**src/sv/emgbp_pkg.sv**
```systemverilog
// shared types, widths and filter coefficients for the emg band-pass envelope block
package emgbp_pkg;

  localparam int SAMPLE_W      = 10;
  localparam int FILT_W        = 13;
  localparam int MAG_W         = 13;
  localparam int ENV_W         = 14;
  localparam int USIZE_W       = 8;
  localparam int USUM_W        = 21;
  localparam int COEF_W        = 17;
  localparam int DLY_W         = 26;
  localparam int FRAC_W        = 14;
  localparam int IN_SHIFT      = 10;
  localparam int PROD_W        = COEF_W + DLY_W;
  localparam int ACC_W         = 45;
  localparam int MAX_SECTIONS  = 8;
  localparam int MSEC_W        = 3;

  localparam int WINDOW_DEPTH_DEF = 128;
  localparam int SECTIONS_DEF     = 4;

  localparam logic [USIZE_W-1:0] USIZE_RST = 8'd10;

  typedef enum logic [3:0] {
    ST_CLEAR,
    ST_IDLE,
    ST_MUL,
    ST_ACC,
    ST_FBK,
    ST_FWD,
    ST_WIN,
    ST_DIV_ENV,
    ST_DIV_UNIT,
    ST_DONE
  } st_e;

  typedef enum logic [2:0] {
    TERM_A1,
    TERM_A2,
    TERM_B0,
    TERM_B1,
    TERM_B2
  } term_e;

  typedef struct packed {
    logic signed [COEF_W-1:0] a1;
    logic signed [COEF_W-1:0] a2;
    logic signed [COEF_W-1:0] b0;
    logic signed [COEF_W-1:0] b1;
    logic signed [COEF_W-1:0] b2;
  } coef_t;

  // alternating lowpass and highpass sections (two of each), then pass-through sections
  localparam coef_t COEFS [MAX_SECTIONS] = '{
    '{ 17'sd845,    17'sd5955,  17'sd304,   17'sd608,    17'sd304  },
    '{ -17'sd8838,  17'sd6515,  17'sd16384, -17'sd32768, 17'sd16384 },
    '{ 17'sd7753,   17'sd11591, 17'sd16384, 17'sd32768,  17'sd16384 },
    '{ -17'sd16419, 17'sd12209, 17'sd16384, -17'sd32768, 17'sd16384 },
    '{ 17'sd0,      17'sd0,     17'sd16384, 17'sd0,      17'sd0     },
    '{ 17'sd0,      17'sd0,     17'sd16384, 17'sd0,      17'sd0     },
    '{ 17'sd0,      17'sd0,     17'sd16384, 17'sd0,      17'sd0     },
    '{ 17'sd0,      17'sd0,     17'sd16384, 17'sd0,      17'sd0     }
  };

endpackage

```
**src/sv/emgbp_ram.sv**
```systemverilog
// generic single-write, single-read ram with registered read data
module emgbp_ram #(
  parameter int WIDTH = 13,
  parameter int DEPTH = 128
) (
  input  logic                     clk_i,
  input  logic                     we_i,
  input  logic [$clog2(DEPTH)-1:0] waddr_i,
  input  logic [WIDTH-1:0]         wdata_i,
  input  logic [$clog2(DEPTH)-1:0] raddr_i,
  output logic [WIDTH-1:0]         rdata_o
);

  logic [WIDTH-1:0] mem_q [DEPTH];
  logic [WIDTH-1:0] rdata_q;

  always_ff @(posedge clk_i) begin
    if (we_i) begin
      mem_q[waddr_i] <= wdata_i;
    end
    rdata_q <= mem_q[raddr_i];
  end

  assign rdata_o = rdata_q;

endmodule

```
**src/sv/emg_bandpass_envelope.sv**
```systemverilog
// emg band-pass biquad cascade with moving-average envelope and unit averaging
//
// Each accepted sample runs through SECTIONS biquad sections on one shared 17x26 multiplier
// (multiply and accumulate in alternate cycles), then updates a WINDOW_DEPTH-entry window
// held in a ram. The window mean is a multiply by the constant reciprocal of WINDOW_DEPTH.
// At the end of a unit one bit-serial restoring divider forms the unit average over DIV_W
// bits, the unit sum width (21 bits). A finished sample waits while the output register is
// full and the receiver has not taken it. The input is not ready while a sample is in work;
// a finished result waits in the output register while the next sample is taken. After
// reset the window ram is cleared one entry per cycle before the first sample is taken.
module emg_bandpass_envelope
  import emgbp_pkg::*;
#(
  parameter int WINDOW_DEPTH = WINDOW_DEPTH_DEF,
  parameter int SECTIONS     = SECTIONS_DEF
) (
  input  logic                     clk_i,
  input  logic                     rst_ni,
  input  logic                     cfg_we_i,
  input  logic [USIZE_W-1:0]       cfg_wdata_i,
  input  logic                     in_valid_i,
  output logic                     in_ready_o,
  input  logic [SAMPLE_W-1:0]      sample_i,
  output logic                     out_valid_o,
  input  logic                     out_ready_i,
  output logic signed [FILT_W-1:0] filtered_o,
  output logic [ENV_W-1:0]         envelope_o,
  output logic [ENV_W-1:0]         unit_average_o,
  output logic                     unit_done_o
);

  localparam int WPTR_W = $clog2(WINDOW_DEPTH);
  localparam int WSUM_W = $clog2(WINDOW_DEPTH * (1 << (MAG_W - 1)) + 1);
  localparam int DIV_W  = USUM_W;
  localparam int DVS_W  = USIZE_W;
  localparam int DCNT_W = $clog2(DIV_W + 1);
  localparam int SEC_W  = (SECTIONS > 1) ? $clog2(SECTIONS) : 1;
  localparam int RND_W  = ACC_W - FRAC_W;
  localparam int XD_W   = RND_W + 1;
  localparam int VABS_W = DLY_W + 1;
  localparam int FMAG_W = VABS_W - IN_SHIFT;
  localparam int RCP_SH = WSUM_W + WPTR_W;
  localparam int RCP_W  = WSUM_W + 1;
  localparam int EPRD_W = WSUM_W + RCP_W;

  localparam logic signed [ACC_W-1:0] RND_HALF = ACC_W'(1 << (FRAC_W - 1));
  localparam logic signed [XD_W-1:0]  DLY_MAX  = XD_W'((1 << (DLY_W - 1)) - 1);
  localparam logic signed [XD_W-1:0]  DLY_MIN  = -XD_W'(1 << (DLY_W - 1));
  localparam logic [FMAG_W-1:0]       POS_LIM  = FMAG_W'((1 << (FILT_W - 1)) - 1);
  localparam logic [FMAG_W-1:0]       NEG_LIM  = FMAG_W'(1 << (FILT_W - 1));

  // ceiling reciprocal of the window depth, exact floor quotient for any window sum
  localparam longint RCP_VAL = ((longint'(1) << RCP_SH) + longint'(WINDOW_DEPTH) - 64'sd1)
                               / longint'(WINDOW_DEPTH);
  localparam logic [RCP_W-1:0] RCP = RCP_W'(RCP_VAL);

  function automatic logic signed [DLY_W-1:0] sat_dly(input logic signed [XD_W-1:0] v);
    logic signed [DLY_W-1:0] r;
    if (v > DLY_MAX) begin
      r = DLY_MAX[DLY_W-1:0];
    end else if (v < DLY_MIN) begin
      r = DLY_MIN[DLY_W-1:0];
    end else begin
      r = v[DLY_W-1:0];
    end
    return r;
  endfunction

  st_e   state_q, state_d;
  term_e term_q;

  logic [SEC_W-1:0]         sec_q;
  logic signed [DLY_W-1:0]  z1_q [SECTIONS];
  logic signed [DLY_W-1:0]  z2_q [SECTIONS];
  logic signed [DLY_W-1:0]  v_q;
  logic signed [DLY_W-1:0]  x_q;
  logic signed [PROD_W-1:0] prod_q;
  logic signed [ACC_W-1:0]  acc_q;

  logic [WPTR_W-1:0]  ptr_q;
  logic [WPTR_W-1:0]  clr_cnt_q;
  logic [WSUM_W-1:0]  wsum_q;
  logic [USIZE_W-1:0] unit_size_q;
  logic [USIZE_W-1:0] unit_count_q;
  logic [USUM_W-1:0]  unit_sum_q;

  logic [DIV_W-1:0]   div_quo_q;
  logic [DVS_W-1:0]   div_rem_q;
  logic [DVS_W-1:0]   div_dvs_q;
  logic [DCNT_W-1:0]  div_cnt_q;

  logic signed [FILT_W-1:0] filt_q;
  logic [ENV_W-1:0]         env_q;
  logic [ENV_W-1:0]         avg_q;
  logic                     done_q;

  logic                     out_valid_q;
  logic signed [FILT_W-1:0] out_filt_q;
  logic [ENV_W-1:0]         out_env_q;
  logic [ENV_W-1:0]         out_avg_q;
  logic                     out_done_q;

  // ram control
  logic              ram_we;
  logic [WPTR_W-1:0] ram_waddr;
  logic [MAG_W-1:0]  ram_wdata;
  logic [MAG_W-1:0]  ram_rdata;

  emgbp_ram #(
    .WIDTH(MAG_W),
    .DEPTH(WINDOW_DEPTH)
  ) u_window (
    .clk_i  (clk_i),
    .we_i   (ram_we),
    .waddr_i(ram_waddr),
    .wdata_i(ram_wdata),
    .raddr_i(ptr_q),
    .rdata_o(ram_rdata)
  );

  // shared multiplier operand selection
  coef_t                    coef_row;
  logic signed [COEF_W-1:0] coef_sel;
  logic signed [DLY_W-1:0]  opnd_sel;
  logic signed [DLY_W-1:0]  z1_cur;
  logic signed [DLY_W-1:0]  z2_cur;

  assign coef_row = COEFS[MSEC_W'(sec_q)];
  assign z1_cur   = z1_q[sec_q];
  assign z2_cur   = z2_q[sec_q];

  always_comb begin
    unique case (term_q)
      TERM_A1: begin
        coef_sel = coef_row.a1;
        opnd_sel = z1_cur;
      end
      TERM_A2: begin
        coef_sel = coef_row.a2;
        opnd_sel = z2_cur;
      end
      TERM_B0: begin
        coef_sel = coef_row.b0;
        opnd_sel = x_q;
      end
      TERM_B1: begin
        coef_sel = coef_row.b1;
        opnd_sel = z1_cur;
      end
      TERM_B2: begin
        coef_sel = coef_row.b2;
        opnd_sel = z2_cur;
      end
      default: begin
        coef_sel = '0;
        opnd_sel = '0;
      end
    endcase
  end

  // rounding and saturation of the accumulator
  logic signed [ACC_W-1:0] acc_rnd;
  logic signed [RND_W-1:0] rnd;
  logic signed [XD_W-1:0]  xdiff;
  logic signed [DLY_W-1:0] x_new;
  logic signed [DLY_W-1:0] y_new;

  assign acc_rnd = acc_q + RND_HALF;
  assign rnd     = acc_rnd[ACC_W-1:FRAC_W];
  assign xdiff   = XD_W'(v_q) - XD_W'(rnd);
  assign x_new   = sat_dly(xdiff);
  assign y_new   = sat_dly(XD_W'(rnd));

  // cascade output truncated toward zero and saturated
  logic                     v_neg;
  logic signed [VABS_W-1:0] v_ext;
  logic [VABS_W-1:0]        v_abs;
  logic [FMAG_W-1:0]        f_mag;
  logic [MAG_W-1:0]         mag;
  logic signed [FILT_W-1:0] filt_c;

  assign v_neg = v_q[DLY_W-1];
  assign v_ext = VABS_W'(v_q);
  assign v_abs = v_neg ? VABS_W'(-v_ext) : VABS_W'(v_ext);
  assign f_mag = v_abs[VABS_W-1:IN_SHIFT];

  always_comb begin
    if (v_neg) begin
      mag = (f_mag > NEG_LIM) ? NEG_LIM[MAG_W-1:0] : f_mag[MAG_W-1:0];
    end else begin
      mag = (f_mag > POS_LIM) ? POS_LIM[MAG_W-1:0] : f_mag[MAG_W-1:0];
    end
  end

  assign filt_c = v_neg ? FILT_W'(MAG_W'(0) - mag) : FILT_W'(mag);

  // window and unit bookkeeping
  logic [WSUM_W-1:0]  wsum_d;
  logic [EPRD_W-1:0]  env_prod;
  logic [USUM_W-1:0]  usum_new;
  logic [USIZE_W-1:0] ucount_new;
  logic [USIZE_W-1:0] usize_eff;
  logic [ENV_W-1:0]   env_c;
  logic               unit_hit;

  assign wsum_d     = wsum_q - WSUM_W'(ram_rdata) + WSUM_W'(mag);
  // window mean by reciprocal multiplication, doubled
  assign env_prod   = EPRD_W'(wsum_q) * EPRD_W'(RCP);
  assign env_c      = {env_prod[RCP_SH+ENV_W-2:RCP_SH], 1'b0};
  assign usum_new   = unit_sum_q + USUM_W'(env_c);
  assign ucount_new = unit_count_q + USIZE_W'(1);
  assign usize_eff  = (unit_size_q == '0) ? USIZE_W'(1) : unit_size_q;
  assign unit_hit   = (ucount_new >= usize_eff);

  // restoring divider step
  logic [DVS_W:0]   div_trial;
  logic             div_ge;
  logic [DVS_W-1:0] div_rem_nx;
  logic             div_busy;

  assign div_trial  = {div_rem_q, div_quo_q[DIV_W-1]};
  assign div_ge     = (div_trial >= {1'b0, div_dvs_q});
  assign div_rem_nx = div_ge ? DVS_W'(div_trial - {1'b0, div_dvs_q}) : div_trial[DVS_W-1:0];
  assign div_busy   = (div_cnt_q != DCNT_W'(DIV_W));

  logic in_fire;
  logic last_sec;
  logic out_load;

  assign in_fire  = in_valid_i && in_ready_o;
  assign last_sec = (sec_q == SEC_W'(SECTIONS - 1));
  assign out_load = (state_q == ST_DONE) && (!out_valid_q || out_ready_i);

  // next state
  always_comb begin
    state_d = state_q;
    unique case (state_q)
      ST_CLEAR: begin
        if (clr_cnt_q == WPTR_W'(WINDOW_DEPTH - 1)) state_d = ST_IDLE;
      end
      ST_IDLE: begin
        if (in_valid_i) state_d = ST_MUL;
      end
      ST_MUL: state_d = ST_ACC;
      ST_ACC: begin
        if (term_q == TERM_A2) begin
          state_d = ST_FBK;
        end else if (term_q == TERM_B2) begin
          state_d = ST_FWD;
        end else begin
          state_d = ST_MUL;
        end
      end
      ST_FBK: state_d = ST_MUL;
      ST_FWD: state_d = last_sec ? ST_WIN : ST_MUL;
      ST_WIN: state_d = ST_DIV_ENV;
      ST_DIV_ENV: state_d = unit_hit ? ST_DIV_UNIT : ST_DONE;
      ST_DIV_UNIT: begin
        if (!div_busy) state_d = ST_DONE;
      end
      ST_DONE: begin
        if (out_load) state_d = ST_IDLE;
      end
      default: state_d = ST_CLEAR;
    endcase
  end

  // outputs of the sequencer
  always_comb begin
    in_ready_o = 1'b0;
    ram_we     = 1'b0;
    ram_waddr  = ptr_q;
    ram_wdata  = mag;
    unique case (state_q)
      ST_CLEAR: begin
        ram_we    = 1'b1;
        ram_waddr = clr_cnt_q;
        ram_wdata = '0;
      end
      ST_IDLE: in_ready_o = 1'b1;
      ST_WIN:  ram_we = 1'b1;
      default: begin
        ram_we = 1'b0;
      end
    endcase
  end

  // control and model state
  always_ff @(posedge clk_i or negedge rst_ni) begin
    if (!rst_ni) begin
      state_q      <= ST_CLEAR;
      term_q       <= TERM_A1;
      sec_q        <= '0;
      clr_cnt_q    <= '0;
      ptr_q        <= '0;
      wsum_q       <= '0;
      unit_size_q  <= USIZE_RST;
      unit_count_q <= '0;
      unit_sum_q   <= '0;
      div_cnt_q    <= '0;
      out_valid_q  <= 1'b0;
      for (int i = 0; i < SECTIONS; i++) begin
        z1_q[i] <= '0;
        z2_q[i] <= '0;
      end
    end else begin
      state_q <= state_d;
      if (cfg_we_i) unit_size_q <= cfg_wdata_i;
      if (state_q == ST_CLEAR) clr_cnt_q <= clr_cnt_q + WPTR_W'(1);

      if (in_fire) begin
        sec_q  <= '0;
        term_q <= TERM_A1;
      end

      if (state_q == ST_ACC) begin
        unique case (term_q)
          TERM_A1: term_q <= TERM_A2;
          TERM_B0: term_q <= TERM_B1;
          TERM_B1: term_q <= TERM_B2;
          default: term_q <= term_q;
        endcase
      end

      if (state_q == ST_FBK) term_q <= TERM_B0;

      if (state_q == ST_FWD) begin
        z2_q[sec_q] <= z1_cur;
        z1_q[sec_q] <= x_q;
        term_q      <= TERM_A1;
        if (!last_sec) sec_q <= sec_q + SEC_W'(1);
      end

      if (state_q == ST_WIN) begin
        wsum_q <= wsum_d;
        ptr_q  <= (ptr_q == WPTR_W'(WINDOW_DEPTH - 1)) ? '0 : ptr_q + WPTR_W'(1);
      end

      if ((state_q == ST_DIV_UNIT) && div_busy) div_cnt_q <= div_cnt_q + DCNT_W'(1);

      if (state_q == ST_DIV_ENV) begin
        div_cnt_q <= '0;
        if (unit_hit) begin
          unit_sum_q   <= '0;
          unit_count_q <= '0;
        end else begin
          unit_sum_q   <= usum_new;
          unit_count_q <= ucount_new;
        end
      end

      if (out_load) begin
        out_valid_q <= 1'b1;
      end else if (out_ready_i) begin
        out_valid_q <= 1'b0;
      end
    end
  end

  // datapath registers
  always_ff @(posedge clk_i) begin
    if (in_fire) begin
      v_q   <= DLY_W'({sample_i, IN_SHIFT'(0)});
      acc_q <= '0;
    end

    if (state_q == ST_MUL) prod_q <= coef_sel * opnd_sel;
    if (state_q == ST_ACC) acc_q <= acc_q + ACC_W'(prod_q);

    if (state_q == ST_FBK) begin
      x_q   <= x_new;
      acc_q <= '0;
    end

    if (state_q == ST_FWD) begin
      v_q   <= y_new;
      acc_q <= '0;
    end

    if (state_q == ST_WIN) filt_q <= filt_c;

    if ((state_q == ST_DIV_UNIT) && div_busy) begin
      div_rem_q <= div_rem_nx;
      div_quo_q <= {div_quo_q[DIV_W-2:0], div_ge};
    end

    if (state_q == ST_DIV_ENV) begin
      env_q  <= env_c;
      done_q <= unit_hit;
      avg_q  <= '0;
      if (unit_hit) begin
        div_quo_q <= DIV_W'(usum_new);
        div_rem_q <= '0;
        div_dvs_q <= DVS_W'(usize_eff);
      end
    end

    if ((state_q == ST_DIV_UNIT) && !div_busy) avg_q <= div_quo_q[ENV_W-1:0];

    if (out_load) begin
      out_filt_q <= filt_q;
      out_env_q  <= env_q;
      out_avg_q  <= avg_q;
      out_done_q <= done_q;
    end
  end

  assign out_valid_o    = out_valid_q;
  assign filtered_o     = out_filt_q;
  assign envelope_o     = out_env_q;
  assign unit_average_o = out_avg_q;
  assign unit_done_o    = out_done_q;

  // a taken sample keeps the input closed for the next cycle
  a_busy_after_accept: assert property (@(posedge clk_i) disable iff (!rst_ni)
    in_valid_i && in_ready_o |=> !in_ready_o)
    else $error("input ready right after a transaction");

  // average is zero unless the unit completed
  a_avg_zero: assert property (@(posedge clk_i) disable iff (!rst_ni)
    out_valid_o && !unit_done_o |-> unit_average_o == '0)
    else $error("unit average nonzero without unit done");

  // a completed unit hands a fresh count to the divider
  a_div_start: assert property (@(posedge clk_i) disable iff (!rst_ni)
    state_q == ST_DIV_ENV && unit_hit |=> state_q == ST_DIV_UNIT && div_cnt_q == '0)
    else $error("divider not restarted for the unit average");

  // during the unit division the unit counter and unit sum are already cleared
  a_unit_count: assert property (@(posedge clk_i) disable iff (!rst_ni)
    state_q == ST_DIV_UNIT |-> unit_count_q == '0 && unit_sum_q == '0)
    else $error("unit state not cleared on unit completion");

endmodule
```
**config.mk**
```make
export PLATFORM = sky130hd
export DESIGN_NAME = emg_bandpass_envelope
export DESIGN_NICKNAME = d
export VERILOG_FILES = /design/src/sv/emgbp_pkg.sv /design/src/sv/emgbp_ram.sv /design/src/sv/emg_bandpass_envelope.sv
export SDC_FILE = /design/constraint.sdc
export NUM_CORES = 2
export LEC_CHECK = 0
export BUFFER_PORTS_ARGS = -buffer_cell sky130_fd_sc_hd__buf_4
export CORE_ASPECT_RATIO = 0.6
export CORE_MARGIN = 4
export CORE_UTILIZATION = 45
export DETAILED_ROUTE_END_ITERATION = 8
export GPL_TIMING_DRIVEN = 0
export PLACE_DENSITY = 0.69
export SETUP_SLACK_MARGIN = 0.1
export SYNTH_ARGS = -nofsm -noshare
export SYNTH_HDL_FRONTEND = slang
export SYNTH_SLANG_ARGS = --single-unit
```
**constraint.sdc**
```tcl
create_clock -name clk_i -period 8.38 [get_ports clk_i]
set_input_delay 1.257 -clock clk_i [delete_from_list [all_inputs] [get_ports clk_i]]
set_output_delay 1.257 -clock clk_i [all_outputs]
set_load 0.005 [all_outputs]
```
After elaboration in Yosys (flattened, before gate mapping). Memory sizes are Yosys's and may differ from the RTL's. A register that Yosys moved wholly into a read port is not among the register bits. Cells that the tools add are included.

Flip-flop bits (word level): 553. Latch bits: 0. Bits in writable memories: 1664. ROM bits: 680. Bits of input ports: 23. Output and inout bits: 44. Word-level logic and storage cells: 176. Memories kept: 2.

$add $sub $neg: 14. $mul: 1. Div/mod/pow operators: 0. $lt $le $gt $ge: 11. Eq/ne operators: 22. Shifts and indexed selects: 0. Mux-type cells: 66. Bitwise operators: 2. Reductions and logical operators: 24.

Memories: u_window.mem_q (depth 128, bits a word 13, rd ports 1, clocked after memory_dff 1, write ports 1, RTL line emgbp_ram.sv:14) `logic [WIDTH-1:0] mem_q [DEPTH];`; (no name shown) (depth 8, bits a word 85, rd ports 1, clocked after memory_dff 0, write ports 0, RTL line emg_bandpass_envelope.sv:128) `assign coef_row = COEFS[MSEC_W'(sec_q)];`.

Operator list (number): $mux W26 (10); $bwmux W104 (2); $mux W85 (2); $bmux W26 S2 (2); $mux W45 (2); $pmux W17 S5 (1); $mux W21 (4); $pmux W26 S3 (1); $mux W13 (5); $demux W26 S2 (1); $mux W8 (6); $add A45 B15 Y45 const B (1); $add A45 B43 Y45 (1); $mul A17 B26 Y43 (1); $pmux W4 S10 (1); $gt A32 B26 Y1 const B (1); $lt A32 B26 Y1 const B (1); $sub A26 B31 Y32 (1); $gt A31 B26 Y1 const B (1); $lt A31 B26 Y1 const B (1); $mux W14 (2); $mux W27 (1); $neg A26 Y27 (1); $add A21 B14 Y21 (1); 47 further kinds (90).

Logic depth before layout (Yosys ltp).
Word-level depth: 7. Gate-level depth with buffers: 37. Depth with buffers taken out: 31.

Modules after synthesis. A second synthesis with hierarchy kept.

Cell total of the unflattened synthesis: 7237. Area total of the unflattened synthesis: 110359.6 um^2.

Modules (own cells, without submodules): emgbp_ram (instances 1, cells each 2542, area each 63952.6 um^2, seq. area each 50228.2 um^2); emg_bandpass_envelope (instances 1, cells each 4695, area each 46407.0 um^2, seq. area each 14371.3 um^2).

Worst setup path after synthesis. No wires, ideal clock.

Path type: flip-flop to flip-flop. Start point: register sec_q[0]. End point: register prod_q[41], data pin. Arrival: 8.875 ns. Required time: 8.122 ns. Path slack: -0.752 ns. Stages on the path, launching flop included: 35. Buffers on the path: 5. Period minus slack after synthesis: 9.132 ns. Cells stage by stage: dfrtp_1 clkbuf_1 buf_2 buf_1 clkbuf_1 mux4_2 mux2i_1 nor2_1 a21oi_1 o21a_1 clkbuf_1 nor2_1 fa_1 inv_1 fa_1 fa_1 inv_1 fa_1 fa_1 inv_1 fa_1 inv_1 ha_1 a21o_1 a21o_1 a21oi_1 a2bb2oi_1 o31ai_1 o211ai_1 a21oi_1 or4b_2 a31oi_1 o21bai_1 a21oi_1 xnor2_1.

Cells in the longest elaborated chain, start to end: 6. Elaborated cells on any way between the ends: 14.

RTL lines: start: declaration (RTL line emg_bandpass_envelope.sv:72) `logic [SEC_W-1:0] sec_q;`; start signal: assignment (RTL line emg_bandpass_envelope.sv:331) `if (!last_sec) sec_q <= sec_q + SEC_W'(1);`; $not A2 Y4 (not written as such) or $not A2 Y3 (tied branches) (RTL line emg_bandpass_envelope.sv:128, emg_bandpass_envelope.sv:129, emg_bandpass_envelope.sv:130); $mem_v2 Z8 W85 (tied with other cells); $mux W85 (not written as such) (tied with other cells) (2 in series) (RTL line emg_bandpass_envelope.sv:128); $pmux W17 S5 or $pmux W26 S3 (tied branches) (RTL line emg_bandpass_envelope.sv:133) `unique case (term_q)`; $mul A17 B26 Y43 (*) (RTL line emg_bandpass_envelope.sv:367) `if (state_q == ST_MUL) prod_q <= coef_sel * opnd_sel;`; end signal: assignment (RTL line emg_bandpass_envelope.sv:367); end: declaration (RTL line emg_bandpass_envelope.sv:77) `logic signed [PROD_W-1:0] prod_q;`.

Mark *: on every way between the ends. The rest lies on a longest branch, timed or not. The select of a mux whose other input is x is not followed. A chain may end at the register's enable or synchronous reset.

Worst setup path in the final report. Ends and elaborated chain as after synthesis.

==> results.json <==
{
  "synthDistinctLibCells": 91,
  "place.gp.congestion": 0.9799,
  "hold_violations": 0,
  "holdWs_ns": 0.3603,
  "cp_slowest_cell": "mux4_2",
  "max_stage_delay_ns": 0.63,
  "grt_max_degree": 125,
  "drive_gt1_share_pct": 23.00,
  "grt_util_all_layers_pct": 25.40,
  "place_ws_ns": -2.237,
  "final_antenna_net_count": 0,
  "core_um2": 240700,
  "die_x_um": 644.9,
  "post-route-period-util_pct": 101.8,
  "synthCells": 7102,
  "fin_setup_tns_ns": -0.2722,
  "synth_nets": 7812,
  "crit_path_end_kind": "flop",
  "violations": "max-capacitance violations, max-slew violations, negative setup slack",
  "synth_ff_type": "edfxtp_1",
  "numCtsBuffers": 207,
  "grt_antenna_before_repair": 22,
  "dr.pass1.iters": 8,
  "fin_crit_ns": 8.531,
  "use_met2_pct": 31.69,
  "grt_first_pass_wirelength_um": 462500,
  "design_area_um2": 124500,
  "grt_pass1_vias": 63880,
  "cts_tree": "done",
  "gr-max-usage-layer": "met1",
  "avgSynthCellArea_um2": 15.42,
  "path_clk_slew_ns": 0.07,
  "met1_usage_pct": 39.63,
  "worst_pin_slew_ns": 1.530,
  "drc": 0,
  "maxSlewViolCount": 11,
  "vias": 66200,
  "async_flop_share_pct": 13.14,
  "outcome": "complete, but fails checks",
  "chipHeight_um": 390.1,
  "wl_um": 322200,
  "syn_to_final_growth_pct": 13.69,
  "final-setup-viol-count": 2,
  "crit_top_cell": "fa_1",
  "crit_type": "flop to flop",
  "synth_edf_count": 1849,
  "io_pins": 67,
  "wl_per_cell_um": 29.32,
  "placement.cell_area_um2": 115100,
  "clock_sinks": 2229,
  "min_path_type": "input pin to asynchronous set/reset pin",
  "nets": 8269,
  "cts_root_buf": "clkbuf_16",
  "arrival_ns": 9.11,
  "overflow": 0,
  "dieArea_um2": 251600,
  "drv_cap": 1,
  "synth_warnings": 0,
  "vias_per_cell": 6.024,
  "worst_setup_path_start_kind": "flop",
  "cp_max_fo": 6,
  "start_util_pct": 45.50,
  "use_met3_pct": 12.22,
  "h-tree-depth": 4,
  "clock_latency_ns": 0.88,
  "clock.fmax_ghz": 0.1172,
  "fin_worst_skew_ns": 0.09731,
  "clockBufferDepth": 4,
  "place_hpwl_um": 234700,
  "cp.required_ns": 8.96,
  "drt_iter0_drc": 8872,
  "grt_setup_unrepaired": "yes",
  "worst_slack_ns": -0.1512,
  "rows": 139,
  "seq_area_frac_synth_pct": 58.98,
  "relSlewSlack_pct": -1.991,
  "io_buffer_count": 65,
  "synth_area_um2": 109500,
  "ys_ff_latch": 2229
}
-- Yosys cell counts, types with 70 or more instances --
| cell | count | area, µm² |
|---|---|---|
| edfxtp_1 | 1849 | 55520 |
| mux4_2 | 598 | 13470 |
| inv_1 | 552 | 2072 |
| nor2_1 | 543 | 2038 |
| fa_1 | 448 | 8969 |
| nand2_1 | 441 | 1655 |
| dfrtp_1 | 291 | 7282 |
| clkbuf_1 | 277 | 1040 |
| mux2_2 | 244 | 2748 |
| ha_1 | 239 | 2990 |
| o21ai_0 | 226 | 1131 |
| a21oi_1 | 218 | 1091 |
| xnor2_1 | 123 | 1077 |
| nand3_1 | 89 | 445.4 |
| dfxtp_1 | 87 | 1742 |
| xor2_1 | 78 | 683.2 |
| a21o_1 | 70 | 525.5 |
-- routing by layer --
layer  wire length (µm)  part of all wire, %  up-vias
li1                   -                    -    27260
met1             138800                   43    34260
met3              53270                   17      492
met2             122900                   38     4167
met4               7067                  2.2       16
met5                 97                0.030        -
-- state kept, by name, indices dropped and copies added, names as in the netlist, 5 cells and up --
signal            cells
prod_q               43
v_q                  26
x_q                  26
z1_q                104
div_quo_q            21
avg_q                14
wsum_q               20
z2_q                104
unit_size_q           8
unit_sum_q           20
unit_count_q          8
u_window.mem_q     1664
filtered_o           13
div_cnt_q             5
u_window.rdata_o     13
unit_average_o       14
ptr_q                 7
envelope_o           13
env_q                13
clr_cnt_q             7
acc_q                45
div_rem_q             8
filt_q               13
div_dvs_q             8
-- kinds of logic after synthesis --
group | after synthesis | share of synthesized area (%)
AOI/OAI and AO/OA | 802 | 4.528
other | 1 | 0.003424
buffers and inverters | 900 | 3.106
DFF | 2229 | 58.98
muxes | 890 | 15.24
adders and majority gates | 687 | 10.92
xor gates and xnor gates | 201 | 1.607
and+or+nand+nor | 1392 | 5.610
-- critical path: cells and delay by family, from the launching register on --
family	cells	cell delay [ns]
DFF	1	0.40
and+or+nand+nor	3	0.98
adders and majority gates	7	3.30
AOI/OAI and AO/OA	10	1.67
muxes	1	0.63
buffers and inverters	9	1.19
xor gates and xnor gates	1	0.11
-- final cells by class --
| class | instances | area [µm²] |
|---|---|---|
| Clock buffer | 262 | 5510 |
| Timing Repair Buffer | 258 | 2691 |
| Clock inverter | 106 | 943.4 |
| Multi-Input combinational cell | 3974 | 42750 |
| Fill cell | 19480 | 116200 |
| Inverter | 553 | 2083 |
| Buffer | 336 | 1818 |
| Sequential cell | 2229 | 64600 |
| Tap cell | 3243 | 4058 |
| Antenna cell | 27 | 67.56 |
-- layout by cell type, fill, tap and decap left out, drive strengths merged, types with 15 or more instances in the layout --
cell type	synthesis	routed
dfxtp	87	87
clkinv	0	79
nand2b	63	63
clkbuf	277	526
nand2	442	442
a211oi	44	44
mux2i	47	47
xor2	78	78
diode	0	27
dfrtp	291	291
buf	70	328
and2	50	50
a22oi	16	16
a21o	71	71
nor2b	44	44
and3	29	29
a21oi	220	220
o21bai	22	22
nand4	21	21
mux4	598	598
bufinv	0	16
o31ai	34	34
o21a	40	41
ha	239	239
a31oi	18	18
or3	20	20
nor2	544	544
nor4	15	15
xnor2	123	123
o21ai	251	251
inv	553	557
nand3	89	89
mux2	245	245
nor3	45	45
edfxtp	1849	1849
fa	448	448
-- final timing paths --
kind,endpoint,cells after the start,slack (ns),from
min in group clk_i,filtered_o[12],0,0.37,filt_q[12]
min,z2_q[42],1,0.36,rst_ni
max,prod_q[41],31,-0.15,sec_q[0]
max in group asynchronous,unit_sum_q[11],3,6.35,rst_ni
min reg2reg,filtered_o[12],0,0.37,filt_q[12]
max reg2reg,prod_q[41],31,-0.15,sec_q[0]
-- metrics by stage --
stage | util [%] | std cells
global placement | 47.41 | 10410
detailed placement | 47.82 | 10450
CTS | 51.30 | 10910
global route | 51.71 | 10970
finish | 51.73 | 10990
floorplan | - | 7102
-- repair_timing --
| action | 4_1_cts | 5_1_grt |
|---|---|---|
| gates cloned | 5 | 0 |
| pin swaps | 38 | 53 |
| buffers inserted | 93 | 42 |
| endpoints found under the setup margin | 30 | 14 |
| gates resized for setup | 301 | 108 |
| hold buffers | 0 | 0 |
Power is left out: the tool's default activity adds up to more than one toggle a clock period on the data nets, which glitch-free logic cannot reach.
